## config.mk

```make
export PLATFORM = sky130hd
export DESIGN_NAME = humidity_temp_frame_decoder_flat
export DESIGN_NICKNAME = d
export VERILOG_FILES = /design/src/rtl/htfd_pkg.sv /design/src/rtl/htfd_in_if.sv /design/src/rtl/htfd_out_if.sv /design/src/rtl/htfd_temp_div.sv /design/src/rtl/humidity_temp_frame_decoder.sv /design/src/flat_wrapper.sv
export SDC_FILE = /design/constraint.sdc
export NUM_CORES = 1
export LEC_CHECK = 0
export ABC_AREA = 1
export BUFFER_PORTS_ARGS = -buffer_cell sky130_fd_sc_hd__buf_4
export CAP_MARGIN = 20
export CORE_MARGIN = 2
export CORE_UTILIZATION = 50
export CTS_BUF_LIST = sky130_fd_sc_hd__clkbuf_16
export CTS_CLUSTER_SIZE = 24
export DETAILED_ROUTE_END_ITERATION = 10
export PLACE_DENSITY = 0.74
export SETUP_SLACK_MARGIN = 0.2
export SLEW_MARGIN = 20
export SYNTH_ARGS = -nofsm -noshare
export SYNTH_HDL_FRONTEND = slang
export SYNTH_SLANG_ARGS = --single-unit
export TNS_END_PERCENT = 1
```

## constraint.sdc

```tcl
create_clock -name i_clk -period 10.2 [get_ports i_clk]
set_input_delay 3.06 -clock i_clk [delete_from_list [all_inputs] [get_ports i_clk]]
set_output_delay 3.06 -clock i_clk [all_outputs]
set_load 0.005 [all_outputs]
```

## src/rtl/htfd_pkg.sv

```systemverilog
// Shared constants and types for the humidity/temperature frame decoder.
// No dependencies; used by the channel interfaces and all rtl modules.
package htfd_pkg;

    localparam int DATA_W  = 8;
    localparam int CAL_W   = 6;
    localparam int TEMP_W  = 11;
    localparam int HUM_W   = 7;
    localparam int RAW_W   = 16;
    localparam int CAL_C_W = 10;   // 450 + 10*cal, range 130..760

    localparam logic [DATA_W-1:0] CRC_POLY = 8'h31;
    localparam logic [DATA_W-1:0] CRC_INIT = 8'hFF;

    localparam logic [16:0]  FULL_SCALE = 17'd65535;
    localparam logic [10:0]  TEMP_SCALE = 11'd1750;
    localparam logic [10:0]  TEMP_BASE  = 11'd450;
    localparam logic [6:0]   HUM_SCALE  = 7'd100;

    // Frame byte sequencer, one-hot
    typedef enum logic [5:0] {
        ST_IDLE  = 6'b000001,
        ST_T_LSB = 6'b000010,
        ST_T_CRC = 6'b000100,
        ST_H_MSB = 6'b001000,
        ST_H_LSB = 6'b010000,
        ST_H_CRC = 6'b100000
    } t_state;

    // floor(1750*raw / 65535) and a flag for a nonzero remainder
    typedef struct packed {
        logic [TEMP_W-1:0] quot;
        logic              rem_nz;
    } t_tquot;

endpackage

```

## src/rtl/htfd_in_if.sv

```systemverilog
// Input channel: one readout byte per item with its start-of-frame flag.
// Depends on htfd_pkg for field widths.
interface htfd_in_if;
    logic                         valid;
    logic                         ready;
    logic [htfd_pkg::DATA_W-1:0]  data_byte;
    logic                         frame_start;

    modport source (output valid, output data_byte, output frame_start, input ready);
    modport sink   (input valid, input data_byte, input frame_start, output ready);
endinterface

```

## src/rtl/htfd_out_if.sv

```systemverilog
// Result channel: one decoded temperature/humidity item per frame.
// Depends on htfd_pkg for field widths.
interface htfd_out_if;
    logic                         valid;
    logic                         ready;
    logic                         temp_valid;
    logic                         temp_negative;
    logic [htfd_pkg::TEMP_W-1:0]  temp_tenths;
    logic [htfd_pkg::TEMP_W-1:0]  temp_half_steps;
    logic                         hum_valid;
    logic [htfd_pkg::HUM_W-1:0]   humidity_pct;

    modport source (output valid, output temp_valid, output temp_negative,
                    output temp_tenths, output temp_half_steps, output hum_valid,
                    output humidity_pct, input ready);
    modport sink   (input valid, input temp_valid, input temp_negative,
                    input temp_tenths, input temp_half_steps, input hum_valid,
                    input humidity_pct, output ready);
endinterface

```

## src/rtl/htfd_temp_div.sv

```systemverilog
// Free-running two-stage scaler: floor(1750*raw / 65535) plus remainder flag.
// Depends on htfd_pkg.
module htfd_temp_div
    import htfd_pkg::*;
(
    input  logic             i_clk,
    input  logic [RAW_W-1:0] i_raw,
    output t_tquot           o_quot
);

    localparam int PROD_W = RAW_W + TEMP_W;   // 1750*65535 < 2^27

    logic [PROD_W-1:0] r_prod;
    t_tquot            r_quot;

    logic [TEMP_W-1:0] hi;
    logic [16:0]       t;
    logic              wrap;
    logic [16:0]       rem;

    // x = hi*65536 + lo = hi*65535 + (hi + lo); hi + lo < 2*65535
    always_comb begin
        hi   = r_prod[PROD_W-1:RAW_W];
        t    = {1'b0, r_prod[RAW_W-1:0]} + {6'd0, hi};
        wrap = (t >= FULL_SCALE);
        rem  = wrap ? (t - FULL_SCALE) : t;
    end

    always_ff @(posedge i_clk) begin
        r_prod        <= PROD_W'(i_raw) * PROD_W'(TEMP_SCALE);
        r_quot.quot   <= hi + TEMP_W'(wrap);
        r_quot.rem_nz <= (rem != 17'd0);
    end

    assign o_quot = r_quot;

endmodule

```

## src/rtl/humidity_temp_frame_decoder.sv

```systemverilog
// Humidity/temperature readout frame decoder: top level.
// Depends on htfd_pkg, htfd_in_if, htfd_out_if and htfd_temp_div.
//
// Usage:
//   i_in carries the six readout bytes (temperature MSB, LSB, CRC, humidity
//   MSB, LSB, CRC), one per item; frame_start marks the temperature MSB and
//   restarts a frame at any point. Bytes without frame_start outside a frame
//   are dropped. Each word is checked with CRC-8, polynomial 0x31, init 0xFF.
//   After the humidity CRC byte one result item appears on o_out.
//   i_cfg_we/i_cfg_wdata write the signed calibration offset in degrees;
//   write it only while no frame result is pending.
// Timing:
//   One input item per cycle while no result is stalled on o_out. The result
//   is registered and shows up on o_out in the cycle after the last byte is
//   accepted. The temperature scaling runs in a two-stage pipeline behind the
//   raw word register; the humidity CRC byte must come after the temperature
//   LSB has passed that register and both stages, which the layout always gives.
// Reset and stall:
//   Reset (synchronous, active low) empties the result register, returns to
//   waiting for a start byte and sets the offset to zero. While a result waits
//   and o_out.ready is low, i_in.ready is low; with the result taken in the
//   same cycle a new byte is accepted, so no cycle is lost.
module humidity_temp_frame_decoder
    import htfd_pkg::*;
(
    input  logic             i_clk,
    input  logic             i_rst_n,
    input  logic             i_cfg_we,
    input  logic [CAL_W-1:0] i_cfg_wdata,
    htfd_in_if.sink          i_in,
    htfd_out_if.source       o_out
);

    function automatic logic [DATA_W-1:0] crc_update(
        input logic [DATA_W-1:0] crc,
        input logic [DATA_W-1:0] b
    );
        logic [DATA_W-1:0] c;
        c = crc ^ b;
        for (int k = 0; k < DATA_W; k++) begin
            c = c[DATA_W-1] ? ((c << 1) ^ CRC_POLY) : (c << 1);
        end
        return c;
    endfunction

    // Last digit to 0 (0..4) or 5 (5..9); x/10 via *3277 >> 15, exact below 2048
    function automatic logic [TEMP_W-1:0] half_step(input logic [TEMP_W-1:0] mag);
        logic [22:0]       p;
        logic [7:0]        d;
        logic [TEMP_W-1:0] d10;
        logic [TEMP_W-1:0] rem;
        p   = 23'(mag) * 23'd3277;
        d   = p[22:15];
        d10 = (TEMP_W'(d) << 3) + (TEMP_W'(d) << 1);
        rem = mag - d10;
        return (rem > TEMP_W'(4)) ? (d10 + TEMP_W'(5)) : d10;
    endfunction

    t_state              r_state, n_state;
    logic [DATA_W-1:0]   r_crc, n_crc;
    logic                r_temp_ok, n_temp_ok;
    logic [RAW_W-1:0]    r_temp_raw, n_temp_raw;
    logic [RAW_W-1:0]    r_hum_raw, n_hum_raw;
    logic [CAL_C_W-1:0]  r_cal_c;

    logic                r_out_valid;
    logic                r_o_temp_valid, r_o_temp_neg, r_o_hum_valid;
    logic [TEMP_W-1:0]   r_o_tenths, r_o_half;
    logic [HUM_W-1:0]    r_o_hum;

    t_tquot              tq;
    logic                in_acc;
    logic                emit;
    logic [DATA_W-1:0]   crc_next;

    logic [TEMP_W-1:0]   c_ext;
    logic                t_neg;
    logic [TEMP_W-1:0]   t_mag;
    logic [22:0]         hum_prod;
    logic [HUM_W-1:0]    hum_hi;
    logic [16:0]         hum_t;
    logic [HUM_W-1:0]    hum_pct;
    logic                hum_ok;

    logic [TEMP_W-1:0]   cal_ext;

    htfd_temp_div u_temp_div (
        .i_clk  (i_clk),
        .i_raw  (r_temp_raw),
        .o_quot (tq)
    );

    assign i_in.ready = !r_out_valid || o_out.ready;
    assign in_acc     = i_in.valid && i_in.ready;

    // Frame sequencer
    always_comb begin
        n_state    = r_state;
        n_crc      = r_crc;
        n_temp_ok  = r_temp_ok;
        n_temp_raw = r_temp_raw;
        n_hum_raw  = r_hum_raw;
        emit       = 1'b0;
        crc_next   = crc_update(i_in.frame_start ? CRC_INIT : r_crc, i_in.data_byte);
        if (in_acc) begin
            if (i_in.frame_start) begin
                n_temp_raw = {i_in.data_byte, 8'd0};
                n_crc      = crc_next;
                n_state    = ST_T_LSB;
            end else begin
                unique case (r_state)
                    ST_T_LSB: begin
                        n_temp_raw = {r_temp_raw[RAW_W-1:DATA_W], i_in.data_byte};
                        n_crc      = crc_next;
                        n_state    = ST_T_CRC;
                    end
                    ST_T_CRC: begin
                        n_temp_ok = (r_crc == i_in.data_byte);
                        n_crc     = CRC_INIT;
                        n_state   = ST_H_MSB;
                    end
                    ST_H_MSB: begin
                        n_hum_raw = {i_in.data_byte, 8'd0};
                        n_crc     = crc_next;
                        n_state   = ST_H_LSB;
                    end
                    ST_H_LSB: begin
                        n_hum_raw = {r_hum_raw[RAW_W-1:DATA_W], i_in.data_byte};
                        n_crc     = crc_next;
                        n_state   = ST_H_CRC;
                    end
                    ST_H_CRC: begin
                        emit    = 1'b1;
                        n_crc   = CRC_INIT;
                        n_state = ST_IDLE;
                    end
                    default: begin
                        n_state = ST_IDLE;   // stray byte outside a frame
                    end
                endcase
            end
        end
    end

    // Result arithmetic for the humidity CRC byte
    always_comb begin
        c_ext = TEMP_W'(r_cal_c);
        t_neg = (tq.quot < c_ext);
        // below zero: ceil of the scaled value is subtracted
        t_mag = t_neg ? (c_ext - tq.quot - TEMP_W'(tq.rem_nz)) : (tq.quot - c_ext);

        hum_ok   = (r_crc == i_in.data_byte);
        hum_prod = 23'(r_hum_raw) * 23'(HUM_SCALE);
        hum_hi   = hum_prod[22:16];
        hum_t    = {1'b0, hum_prod[15:0]} + 17'(hum_hi);
        hum_pct  = hum_hi + HUM_W'(hum_t >= FULL_SCALE);
    end

    // cal offset is stored as 450 + 10*cal
    assign cal_ext = {{(TEMP_W-CAL_W){i_cfg_wdata[CAL_W-1]}}, i_cfg_wdata};

    always_ff @(posedge i_clk) begin
        if (!i_rst_n) begin
            r_state     <= ST_IDLE;
            r_crc       <= CRC_INIT;
            r_temp_ok   <= 1'b0;
            r_out_valid <= 1'b0;
            r_cal_c     <= CAL_C_W'(TEMP_BASE);
        end else begin
            r_state   <= n_state;
            r_crc     <= n_crc;
            r_temp_ok <= n_temp_ok;
            if (emit) begin
                r_out_valid <= 1'b1;
            end else if (o_out.ready) begin
                r_out_valid <= 1'b0;
            end
            if (i_cfg_we) begin
                r_cal_c <= CAL_C_W'(TEMP_BASE + (cal_ext << 3) + (cal_ext << 1));
            end
        end
    end

    always_ff @(posedge i_clk) begin
        r_temp_raw <= n_temp_raw;
        r_hum_raw  <= n_hum_raw;
        if (emit) begin
            r_o_temp_valid <= r_temp_ok;
            r_o_temp_neg   <= r_temp_ok && t_neg;
            r_o_tenths     <= r_temp_ok ? t_mag : '0;
            r_o_half       <= r_temp_ok ? half_step(t_mag) : '0;
            r_o_hum_valid  <= hum_ok;
            r_o_hum        <= hum_ok ? hum_pct : '0;
        end
    end

    assign o_out.valid           = r_out_valid;
    assign o_out.temp_valid      = r_o_temp_valid;
    assign o_out.temp_negative   = r_o_temp_neg;
    assign o_out.temp_tenths     = r_o_tenths;
    assign o_out.temp_half_steps = r_o_half;
    assign o_out.hum_valid       = r_o_hum_valid;
    assign o_out.humidity_pct    = r_o_hum;

`ifndef SYNTHESIS
    a_emit_source: assert property (@(posedge i_clk) disable iff (!i_rst_n)
        $rose(r_out_valid) |-> $past(in_acc && !i_in.frame_start && r_state == ST_H_CRC))
        else $error("result appeared without a humidity CRC byte");

    a_stall_blocks: assert property (@(posedge i_clk) disable iff (!i_rst_n)
        !i_in.ready |-> (r_out_valid && !o_out.ready))
        else $error("input stalled without a pending result");

    a_temp_bad_zero: assert property (@(posedge i_clk) disable iff (!i_rst_n)
        (r_out_valid && !r_o_temp_valid) |->
            (!r_o_temp_neg && r_o_tenths == '0 && r_o_half == '0))
        else $error("temperature fields nonzero on bad CRC");

    a_half_step: assert property (@(posedge i_clk) disable iff (!i_rst_n)
        r_out_valid |-> (r_o_half <= r_o_tenths && (r_o_tenths - r_o_half) < TEMP_W'(5)))
        else $error("half step value out of line with tenths");

    a_hum_bad_zero: assert property (@(posedge i_clk) disable iff (!i_rst_n)
        (r_out_valid && !r_o_hum_valid) |-> (r_o_hum == '0))
        else $error("humidity nonzero on bad CRC");
`endif

endmodule
```

## src/flat_wrapper.sv

```systemverilog
// flat-port wrapper written by rule: the top's interface ports become plain ports
module humidity_temp_frame_decoder_flat import htfd_pkg::*;
  (i_clk, i_rst_n, i_cfg_we, i_cfg_wdata, i_in_valid, i_in_data_byte, i_in_frame_start, i_in_ready, o_out_valid, o_out_temp_valid, o_out_temp_negative, o_out_temp_tenths, o_out_temp_half_steps, o_out_hum_valid, o_out_humidity_pct, o_out_ready);
  htfd_in_if i_in_i ();
  htfd_out_if o_out_i ();
  input  logic i_clk;
  input  logic i_rst_n;
  input  logic i_cfg_we;
  input  logic [CAL_W-1:0] i_cfg_wdata;
  input wire logic [$bits(i_in_i.valid)-1:0] i_in_valid;
  input wire logic [$bits(i_in_i.data_byte)-1:0] i_in_data_byte;
  input wire logic [$bits(i_in_i.frame_start)-1:0] i_in_frame_start;
  output wire logic [$bits(i_in_i.ready)-1:0] i_in_ready;
  output wire logic [$bits(o_out_i.valid)-1:0] o_out_valid;
  output wire logic [$bits(o_out_i.temp_valid)-1:0] o_out_temp_valid;
  output wire logic [$bits(o_out_i.temp_negative)-1:0] o_out_temp_negative;
  output wire logic [$bits(o_out_i.temp_tenths)-1:0] o_out_temp_tenths;
  output wire logic [$bits(o_out_i.temp_half_steps)-1:0] o_out_temp_half_steps;
  output wire logic [$bits(o_out_i.hum_valid)-1:0] o_out_hum_valid;
  output wire logic [$bits(o_out_i.humidity_pct)-1:0] o_out_humidity_pct;
  input wire logic [$bits(o_out_i.ready)-1:0] o_out_ready;
  assign i_in_i.valid = i_in_valid;
  assign i_in_i.data_byte = i_in_data_byte;
  assign i_in_i.frame_start = i_in_frame_start;
  assign i_in_ready = i_in_i.ready;
  assign o_out_valid = o_out_i.valid;
  assign o_out_temp_valid = o_out_i.temp_valid;
  assign o_out_temp_negative = o_out_i.temp_negative;
  assign o_out_temp_tenths = o_out_i.temp_tenths;
  assign o_out_temp_half_steps = o_out_i.temp_half_steps;
  assign o_out_hum_valid = o_out_i.hum_valid;
  assign o_out_humidity_pct = o_out_i.humidity_pct;
  assign o_out_i.ready = o_out_ready;
  humidity_temp_frame_decoder u_core (.i_clk(i_clk), .i_rst_n(i_rst_n), .i_cfg_we(i_cfg_we), .i_cfg_wdata(i_cfg_wdata), .i_in(i_in_i), .o_out(o_out_i));
endmodule
```

==> impl_metrics.env, run 1 <==
export IMPL_fin_util_pct=55.4
export IMPL_tns_ps=0
export IMPL_cts_tree="built"
export IMPL_synth_distinct_cells=53
export IMPL_slowest_delay_ps=580
export IMPL_synthToLayoutAreaGrowth_pct=9.16
export IMPL_numCtsBuffers=17
export IMPL_cts_sinks=127
export IMPL_wl_um=33700
export IMPL_hold_viol_final=0
export IMPL_synth_top_flop_cell="edfxtp_1"
export IMPL_gr_total_overflow=0
export IMPL_crit_slowest_cell="fa_1"
export IMPL_placementRows=64
export IMPL_viasPerCell=5.19
export IMPL_postSynthCellCount=1881
export IMPL_dp_hpwl_um=28500
export IMPL_final_max_slew_viol_count=0
export IMPL_rsz0062_at_grt="false"
export IMPL_cts_hold_buf=0
export IMPL_worstRegToRegCells=50
export IMPL_startpoint_type="flop"
export IMPL_dp_cells=2318
export IMPL_final_nets=2348
export IMPL_routedWlPerCell_um=14.3
export IMPL_relSlewSlack_pct=26.8
export IMPL_fp_dieW_um=180
export IMPL_drc=0
export IMPL_path_max_fanout=10
export IMPL_ys_seq_elements=127
export IMPL_diodes=0
export IMPL_min_period_over_period_pct=90.8
export IMPL_min_path_cells=2
export IMPL_path_clk_slew_ps=60
export IMPL_die_height_um=180
export IMPL_hp_class="flop to flop"
export IMPL_finalCriticalPeriod_ps=9270
export IMPL_initial_core_util_pct=50.7
export IMPL_finalSetupViolations=0
export IMPL_final_layout_size_suffix_gt1_share_pct=7.01
export IMPL_fp_dieArea_um2=32400
export IMPL_boundaryPins=54
export IMPL_grt_pass1_vias=12500
export IMPL_synthesis_nets=2288
export IMPL_grt_first_pass_wirelength_um=57900
export IMPL_outcome="completed"
export IMPL_io_buffers=53
export IMPL_final_cells=2350
export IMPL_worst_setup_path_end_kind="flop"
export IMPL_cp_common_cell="nand2_1"
export IMPL_core_area_um2=30500
export IMPL_yosys_area_top_type="ha_1"
export IMPL_gp_congestion=0.937
export IMPL_cts_buffer_depth=2
export IMPL_synth_top_area_share_pct=22.5
export IMPL_drt_iter0_drc=715
export IMPL_synth_area_um2=15500
export IMPL_tightest_slew_ps=1100
export IMPL_ctsHtreeMaxLevel=4
export IMPL_clk_latency_ps=450
export IMPL_ys_warn_count=0
export IMPL_yosysSeqAreaShare_pct=20.6
export IMPL_clockRootBuffer="clkbuf_16"
export IMPL_grt_max_degree=34
export IMPL_synthTopCellsByArea="ha_1, fa_1, edfxtp_1"
export IMPL_ant_nets=0
export IMPL_antenna_found_initial=0
export IMPL_worst_ep_required_time_ps=10360
export IMPL_synth_async_reset_ratio_pct=0
export IMPL_grt_usage_pct=21.7
export IMPL_num_vias=12200
export IMPL_synth_edf_count=64
export IMPL_critPathKind="flop to flop"
export IMPL_postSynthAreaPerCell_um2=8.23
export IMPL_fin_skew_ps=22.9
export IMPL_max_freq_ghz=0.108
export IMPL_drv_cap=0
export IMPL_crit_arrival_ps=9420
export IMPL_dr_pass1_iters=6
==> logic make-up (layout without fill, tap and decap cells) <==
family	count (synthesis)	count (layout)	share of synthesized area [%]
DFF	127	127	20.6
AOI/OAI and AO/OA	245	245	8.77
muxes	1	1	0.0647
buffers and inverters	436	509	10.6
adders and majority gates	387	387	36.6
and+or+nand+nor	557	557	16.0
xor gates and xnor gates	128	128	7.39
==> worst max-delay path: cells and delay by family, from the launching register on <==
family / cells / cell delay, ps
flops: 1 / 310
compound gates: 12 / 1820
buf+inv: 8 / 500
fa+ha+maj: 10 / 4110
xor+xnor: 2 / 300
simple gates: 18 / 1950
==> area by class of cell <==
| cell class | count | area [µm²] |
|---|---|---|
| clock buffers | 18 | 450 |
| clock inverters | 14 | 91.3 |
| fillers | 2738 | 13600 |
| inverters | 421 | 1580 |
| multi-input cells | 1318 | 10700 |
| flip-flops and latches | 127 | 3180 |
| well taps | 396 | 495 |
| repair buffers | 56 | 420 |
==> sequential cells by signal, indices dropped and copies added (netlist names) <==
name and flops:
u_core.u_temp_div.r_prod 26, u_core.r_hum_raw 16, u_core.r_temp_raw 16, u_core.u_temp_div.o_quot 12, u_core.o_out.temp_half_steps 11, u_core.o_out.temp_tenths 11, u_core.r_cal_c 9, u_core.r_crc 8
u_core.o_out.humidity_pct 7, u_core.r_state 6, u_core.o_out.hum_valid 1, u_core.o_out.temp_negative 1, u_core.o_out.temp_valid 1, u_core.o_out.valid 1, u_core.r_temp_ok 1
==> synthesized netlist by cell type (7+ instances only) <==
master	n
nand2_2	12
nor2_1	139
dfxtp_1	63
nand2_1	245
a31oi_1	7
edfxtp_1	64
nand3_2	8
fa_1	109
nand3_1	75
clkbuf_1	13
nand4_1	18
or2_2	10
o21bai_1	14
xnor2_1	36
o21ai_0	68
a21oi_1	122
inv_1	415
xor2_1	89
ha_1	278
nor3_1	25
==> metrics by stage <==
step           instance area [µm²]  setup slack [ps]  hold slack [ps]
6_report                     16900               934              484
5_1_grt                      16900               206              505
4_1_cts                      16900               850              485
3_5_place_dp                 16300               869              474
3_3_place_gp                 16300              1150              449
2_1_floorplan                15500              1710              436
==> cells in the final DEF (no fill, tap or decap), drive strengths merged, types with 5 or more instances in the layout <==
cell type / netlist / routed
ha: 278 / 278
xor2: 91 / 91
nor3: 25 / 25
clkinv: 1 / 8
fa: 109 / 109
buf: 2 / 56
nor2: 146 / 146
clkbuf: 13 / 18
o21bai: 14 / 14
a21oi: 123 / 123
nand2: 260 / 260
a31oi: 7 / 7
xnor2: 37 / 37
o21a: 5 / 5
o21ai: 70 / 70
nand3: 84 / 84
inv: 420 / 427
nor4: 6 / 6
edfxtp: 64 / 64
dfxtp: 63 / 63
o211ai: 6 / 6
or2: 11 / 11
nand4: 18 / 18
==> final timing paths <==
check	slack, ps	startpoint	end
max	930	u_core.r_cal_c[2]	u_core.o_out.temp_half_steps[5]
min reg2reg	480	u_core.r_cal_c[2]	u_core.r_cal_c[2]
max reg2reg	930	u_core.r_cal_c[2]	u_core.o_out.temp_half_steps[5]
min	480	u_core.r_cal_c[2]	u_core.r_cal_c[2]
==> metal layers <==
| metal | part of all wire [%] | GRT usage (%) | routed length [µm] |
|---|---|---|---|
| met1 | 44 | 26.8 | 15000 |
| met2 | 48 | 37.7 | 16300 |
| met3 | 4.4 | 3.93 | 1470 |
| met4 | 3.0 | 8.13 | 1020 |
| met5 | 0 | 0 | 0 |
==> what timing repair did <==
item                                    CTS  global route
gates resized for setup                   0             2
endpoints found under the setup margin    0            10
setup buffers                             0             0
Power of run 1 is left out: the tool's default activity adds up to more than one toggle a clock period on the data nets, which glitch-free logic cannot reach.
==> run 2: changes to the inputs <==
--- a/config.mk
+++ b/config.mk
@@ -15,7 +15,7 @@
 export DETAILED_ROUTE_END_ITERATION = 10
 export PLACE_DENSITY = 0.74
 export SETUP_SLACK_MARGIN = 0.2
-export SLEW_MARGIN = 20
+export SLEW_MARGIN = 5
 export SYNTH_ARGS = -nofsm -noshare
 export SYNTH_HDL_FRONTEND = slang
 export SYNTH_SLANG_ARGS = --single-unit
==> constraint.sdc (replaced) <==
create_clock -name i_clk -period 10.8 [get_ports i_clk]
set_input_delay 3.24 -clock i_clk [delete_from_list [all_inputs] [get_ports i_clk]]
set_output_delay 3.24 -clock i_clk [all_outputs]
set_load 0.005 [all_outputs]
==> run 2 against run 1 <==
Compared with the run above:
- critical path type unchanged
- die area unchanged
- first-iteration DRC count down 9.1%
- critical endpoint is now u_core.o_out.temp_half_steps[3]
- highest routed layer unchanged
- worst setup slack better by 520 ps
==> impl_metrics.env, run 2 (synthesis gave the netlist of run 1 again) <==
export IMPL_routedWlPerCell_um=14.5
export IMPL_cts_tree="built"
export IMPL_final_max_slew_viol_count=0
export IMPL_grt_max_degree=34
export IMPL_tightest_slew_ps=1140
export IMPL_final_cell_mix="inv_1, ha_1, nand2_1, nor2_1, a21oi_1"
export IMPL_critPathKind="flop to flop"
export IMPL_cts_resized=0
export IMPL_crit_end="u_core.o_out.temp_half_steps[3]"
export IMPL_r2r_start="u_core.r_cal_c[2]"
export IMPL_fin_skew_ps=9.25
export IMPL_relSlewSlack_pct=24.1
export IMPL_clk_latency_ps=440
export IMPL_outcome="completed"
export IMPL_viasPerCell=5.16
export IMPL_grt_first_pass_wirelength_um=58100
export IMPL_rrSetupSlack_ps=1460
export IMPL_finalCriticalPeriod_ps=9340
export IMPL_cts_hold_buf=0
export IMPL_largest_reg_flops=26
export IMPL_ant_nets=0
export IMPL_hold_viol_final=0
export IMPL_final_layout_size_suffix_gt1_share_pct=6.97
export IMPL_path_clk_slew_ps=60
export IMPL_startpoint_type="flop"
export IMPL_fp_dieW_um=180
export IMPL_r2r_end="u_core.o_out.temp_half_steps[3]"
export IMPL_numCtsBuffers=17
export IMPL_max_freq_ghz=0.107
export IMPL_cts_buffer_depth=2
export IMPL_min_period_over_period_pct=86.5
export IMPL_dr_pass1_iters=5
export IMPL_drt_iter0_drc=650
export IMPL_cts_sinks=127
export IMPL_crit_arrival_ps=9540
export IMPL_synthToLayoutAreaGrowth_pct=9.51
export IMPL_worst_setup_path_end_kind="flop"
export IMPL_pre_cts_slack_ps=1510
export IMPL_diodes=0
export IMPL_antenna_found_initial=0
export IMPL_slowest_delay_ps=510
export IMPL_grt_pass1_vias=12600
export IMPL_io_buffers=53
export IMPL_worst_ep_required_time_ps=11000
export IMPL_clockRootBuffer="clkbuf_16"
export IMPL_worstRegToRegCells=58
export IMPL_path_max_fanout=10
export IMPL_final_common_cell="inv_1"
export IMPL_cts_setup_buffers=0
export IMPL_setup_worst_path_start="u_core.r_cal_c[2]"
export IMPL_fp_dieArea_um2=32400
export IMPL_ctsHtreeMaxLevel=4
export IMPL_largest_register="u_core.u_temp_div.r_prod"
export IMPL_finalSetupViolations=0
export IMPL_boundaryPins=54
export IMPL_fillers=2783
export IMPL_drv_cap=0
export IMPL_drc=0
export IMPL_hp_class="flop to flop"
export IMPL_tns_ps=0
export IMPL_wl_um=33900
export IMPL_grt_usage_pct=21.9
export IMPL_dp_hpwl_um=28600
export IMPL_setup_slack_ps=1460
export IMPL_reg_top3="u_core.u_temp_div.r_prod x26, u_core.r_hum_raw x16, u_core.r_temp_raw x16"
export IMPL_crit_slowest_cell="fa_1"
export IMPL_die_height_um=180
export IMPL_num_vias=12100
export IMPL_initial_core_util_pct=50.7
export IMPL_core_area_um2=30500
export IMPL_final_nets=2346
export IMPL_placementRows=64
export IMPL_rsz0062_at_grt="false"
export IMPL_gp_congestion=0.930
export IMPL_gr_total_overflow=0
==> run 2: changes by cell type in the layout (fill, tap and decap cells not counted), sizes merged <==
cell    delta
buf        -2
bufinv     +2
clkinv     -2
clkbuf     +1
inv        -1
==> run 2: worst min path at each step <==
stage,start,to,slack (ps),cells past startpoint
after detailed placement,u_core.r_cal_c[2],u_core.r_cal_c[2],460,2
after global placement,u_core.r_cal_c[2],u_core.r_cal_c[2],450,2
after floorplan,u_core.r_temp_raw[0],u_core.u_temp_div.r_prod[1],440,0
final,u_core.r_cal_c[2],u_core.r_cal_c[2],470,2
after global routing,u_core.r_cal_c[2],u_core.r_cal_c[2],500,2
after CTS,u_core.r_cal_c[2],u_core.r_cal_c[2],470,2
==> run 2: critical path, delay by kind of cell (launching register included) <==
family / cells / cell delay (ps)
DFF: 1 / 310
buffers and inverters: 13 / 950
adders and majority gates: 10 / 3860
and+or+nand+nor: 27 / 2520
AOI/OAI and AO/OA: 8 / 1430
==> run 2: through the flow <==
| stage | hold slack, ps | cells | instance area [µm²] | utilization (%) |
|---|---|---|---|---|
| after floorplan | 436 | 1881 | 15500 | - |
| after CTS | 471 | 2348 | 16900 | 55.5 |
| after global routing | 496 | 2348 | 16900 | 55.5 |
| after global placement | 449 | 2316 | 16300 | 53.5 |
| after detailed placement | 462 | 2316 | 16300 | 53.5 |
| final | 475 | 2348 | 16900 | 55.5 |
==> run 2: cell type report <==
type	instances	area, µm²	area share [%]
flip-flops and latches	127	3180	18.8
clock buffers	19	475	2.81
multi-input cells	1318	10700	62.9
inverters	421	1580	9.34
repair buffers	54	405	2.39
well taps	396	495	2.92
clock inverters	13	146	0.864
==> run 2: layer usage <==
metal	GRT usage, %	part of all wire (%)	up-vias
met2	39.1	49	242
li1	-	-	6147
met5	0	0	-
met3	3.22	3.9	61
met4	8.46	3.1	0
met1	26.6	44	5664
Power of run 2 is left out for the same reason.
==> run 3: changes to the inputs <==
--- a/config.mk
+++ b/config.mk
@@ -14,6 +14,7 @@
 export CTS_CLUSTER_SIZE = 24
 export DETAILED_ROUTE_END_ITERATION = 10
 export PLACE_DENSITY = 0.74
+export RECOVER_POWER = 25
 export SETUP_SLACK_MARGIN = 0.2
 export SLEW_MARGIN = 5
 export SYNTH_ARGS = -nofsm -noshare
==> run 3 against run 2 <==
Compared with the run above:
- hold slack improved by 1.7 ps
- global-route usage unchanged
- flip-flop and latch count unchanged
- critical path depth unchanged
- sequential share of layout area grew 0.077 points
- highest routed layer unchanged
==> impl_metrics.env, run 3 (synthesis gave the netlist of run 1 again) <==
export IMPL_io_buffers=53
export IMPL_dr_pass1_iters=5
export IMPL_use_met3_pct=3.22
export IMPL_hold_viol_final=0
export IMPL_grt_usage_pct=21.9
export IMPL_fin_skew_ps=9.60
export IMPL_gr_total_overflow=0
export IMPL_numCtsBuffers=17
export IMPL_hp_class="flop to flop"
export IMPL_largest_reg_flops=26
export IMPL_placementRows=64
export IMPL_crit_end="u_core.o_out.temp_half_steps[3]"
export IMPL_worst_ep_required_time_ps=11000
export IMPL_rsz0062_at_grt="false"
export IMPL_wl_um=34000
export IMPL_min_period_over_period_pct=86.6
export IMPL_synthToLayoutAreaGrowth_pct=9.06
export IMPL_drv_cap=0
export IMPL_viasPerCell=5.16
export IMPL_gr_usage_met1_pct=26.6
export IMPL_worstRegToRegCells=58
export IMPL_min_path_cells=2
export IMPL_cts_hold_buf=0
export IMPL_boundaryPins=54
export IMPL_final_cell_mix="inv_1, ha_1, nand2_1, nor2_1, a21oi_1"
export IMPL_critPathKind="flop to flop"
export IMPL_startpoint_type="flop"
export IMPL_grt_max_degree=34
export IMPL_drc=0
export IMPL_cts_buffer_depth=2
export IMPL_max_freq_ghz=0.107
export IMPL_grt_pass1_vias=12600
export IMPL_ant_nets=0
export IMPL_antenna_found_initial=0
export IMPL_fp_dieArea_um2=32400
export IMPL_fillers=2796
export IMPL_gp_congestion=0.930
export IMPL_initial_core_util_pct=50.7
export IMPL_busiest_layer="met2"
export IMPL_finalSetupViolations=0
export IMPL_path_clk_slew_ps=60
export IMPL_worst_setup_path_end_kind="flop"
export IMPL_die_height_um=180
export IMPL_tns_ps=0
export IMPL_reg_top3="u_core.u_temp_div.r_prod x26, u_core.r_hum_raw x16, u_core.r_temp_raw x16"
export IMPL_cts_tree="built"
export IMPL_cts_sinks=127
export IMPL_cts_setup_buffers=0
export IMPL_tightest_slew_ps=1140
export IMPL_clockRootBuffer="clkbuf_16"
export IMPL_cp_top_family="adder cells"
export IMPL_globalRouteMet2Util_pct=39.1
export IMPL_fin_util_pct=55.3
export IMPL_finalCriticalPeriod_ps=9350
export IMPL_diodes=0
export IMPL_dp_cells=2316
export IMPL_r2r_end="u_core.o_out.temp_half_steps[3]"
export IMPL_r2r_start="u_core.r_cal_c[2]"
export IMPL_largest_register="u_core.u_temp_div.r_prod"
export IMPL_final_layout_size_suffix_gt1_share_pct=6.15
export IMPL_ctsHtreeMaxLevel=4
export IMPL_cp_num_buf_inv=13
export IMPL_fp_dieW_um=180
export IMPL_grt_first_pass_wirelength_um=58100
export IMPL_final_cells=2348
export IMPL_crit_slowest_cell="fa_1"
export IMPL_slowest_delay_ps=510
export IMPL_path_max_fanout=10
export IMPL_outcome="completed"
export IMPL_final_common_cell="inv_1"
export IMPL_clk_latency_ps=440
export IMPL_final_max_slew_viol_count=0
export IMPL_routedWlPerCell_um=14.5
export IMPL_crit_arrival_ps=9550
export IMPL_num_vias=12100
export IMPL_rrSetupSlack_ps=1450
export IMPL_dp_hpwl_um=28600
export IMPL_core_area_um2=30500
export IMPL_cts_resized=0
export IMPL_relSlewSlack_pct=24.1
export IMPL_drt_iter0_drc=674
export IMPL_cp_num_cells=58
export IMPL_setup_worst_path_start="u_core.r_cal_c[2]"
export IMPL_final_nets=2346
run 3: cell types whose count changed in the layout (fill, tap and decap cells not counted), sizes merged:
| cell | delta |
|---|---|
| buf | -11 |
| clkbuf | +11 |
run 3: tightest hold or removal path, stage by stage, from the launching register on:
cell and delay [ps]:
dfxtp_1 300, inv_1 70, a21oi_1 60
run 3: layer usage:
metal | vias up | share of wire, %
li1 | 6142 | -
met1 | 5679 | 44
met2 | 223 | 49
met3 | 63 | 3.8
met4 | 0 | 3.2
met5 | - | 0
run 3: through the flow:
| stage | setup slack, ps | instance area (µm²) | hold slack [ps] |
|---|---|---|---|
| finish | 1450 | 16900 | 477 |
| global route | 502 | 16900 | 498 |
| CTS | 1480 | 16900 | 471 |
| detailed placement | 1510 | 16300 | 462 |
| global placement | 1760 | 16300 | 449 |
| floorplan | 2310 | 15500 | 436 |
run 3: worst min-delay path by stage:
stage | startpoint | to | slack (ps)
after floorplan | u_core.r_temp_raw[0] | u_core.u_temp_div.r_prod[1] | 440
after global placement | u_core.r_cal_c[2] | u_core.r_cal_c[2] | 450
after detailed placement | u_core.r_cal_c[2] | u_core.r_cal_c[2] | 460
after CTS | u_core.r_cal_c[2] | u_core.r_cal_c[2] | 470
after global routing | u_core.r_cal_c[2] | u_core.r_cal_c[2] | 500
final | u_core.r_cal_c[2] | u_core.r_cal_c[2] | 480
run 3: layout make-up:
cell class | count | area (µm²) | share of cell area, %
Tap cell | 396 | 495 | 2.94
Sequential cell | 127 | 3180 | 18.9
Clock inverter | 13 | 146 | 0.868
Clock buffer | 19 | 475 | 2.82
Multi-Input combinational cell | 1318 | 10600 | 63.0
Inverter | 421 | 1580 | 9.38
Timing Repair Buffer | 54 | 364 | 2.16
Power of run 3 is left out for the same reason.
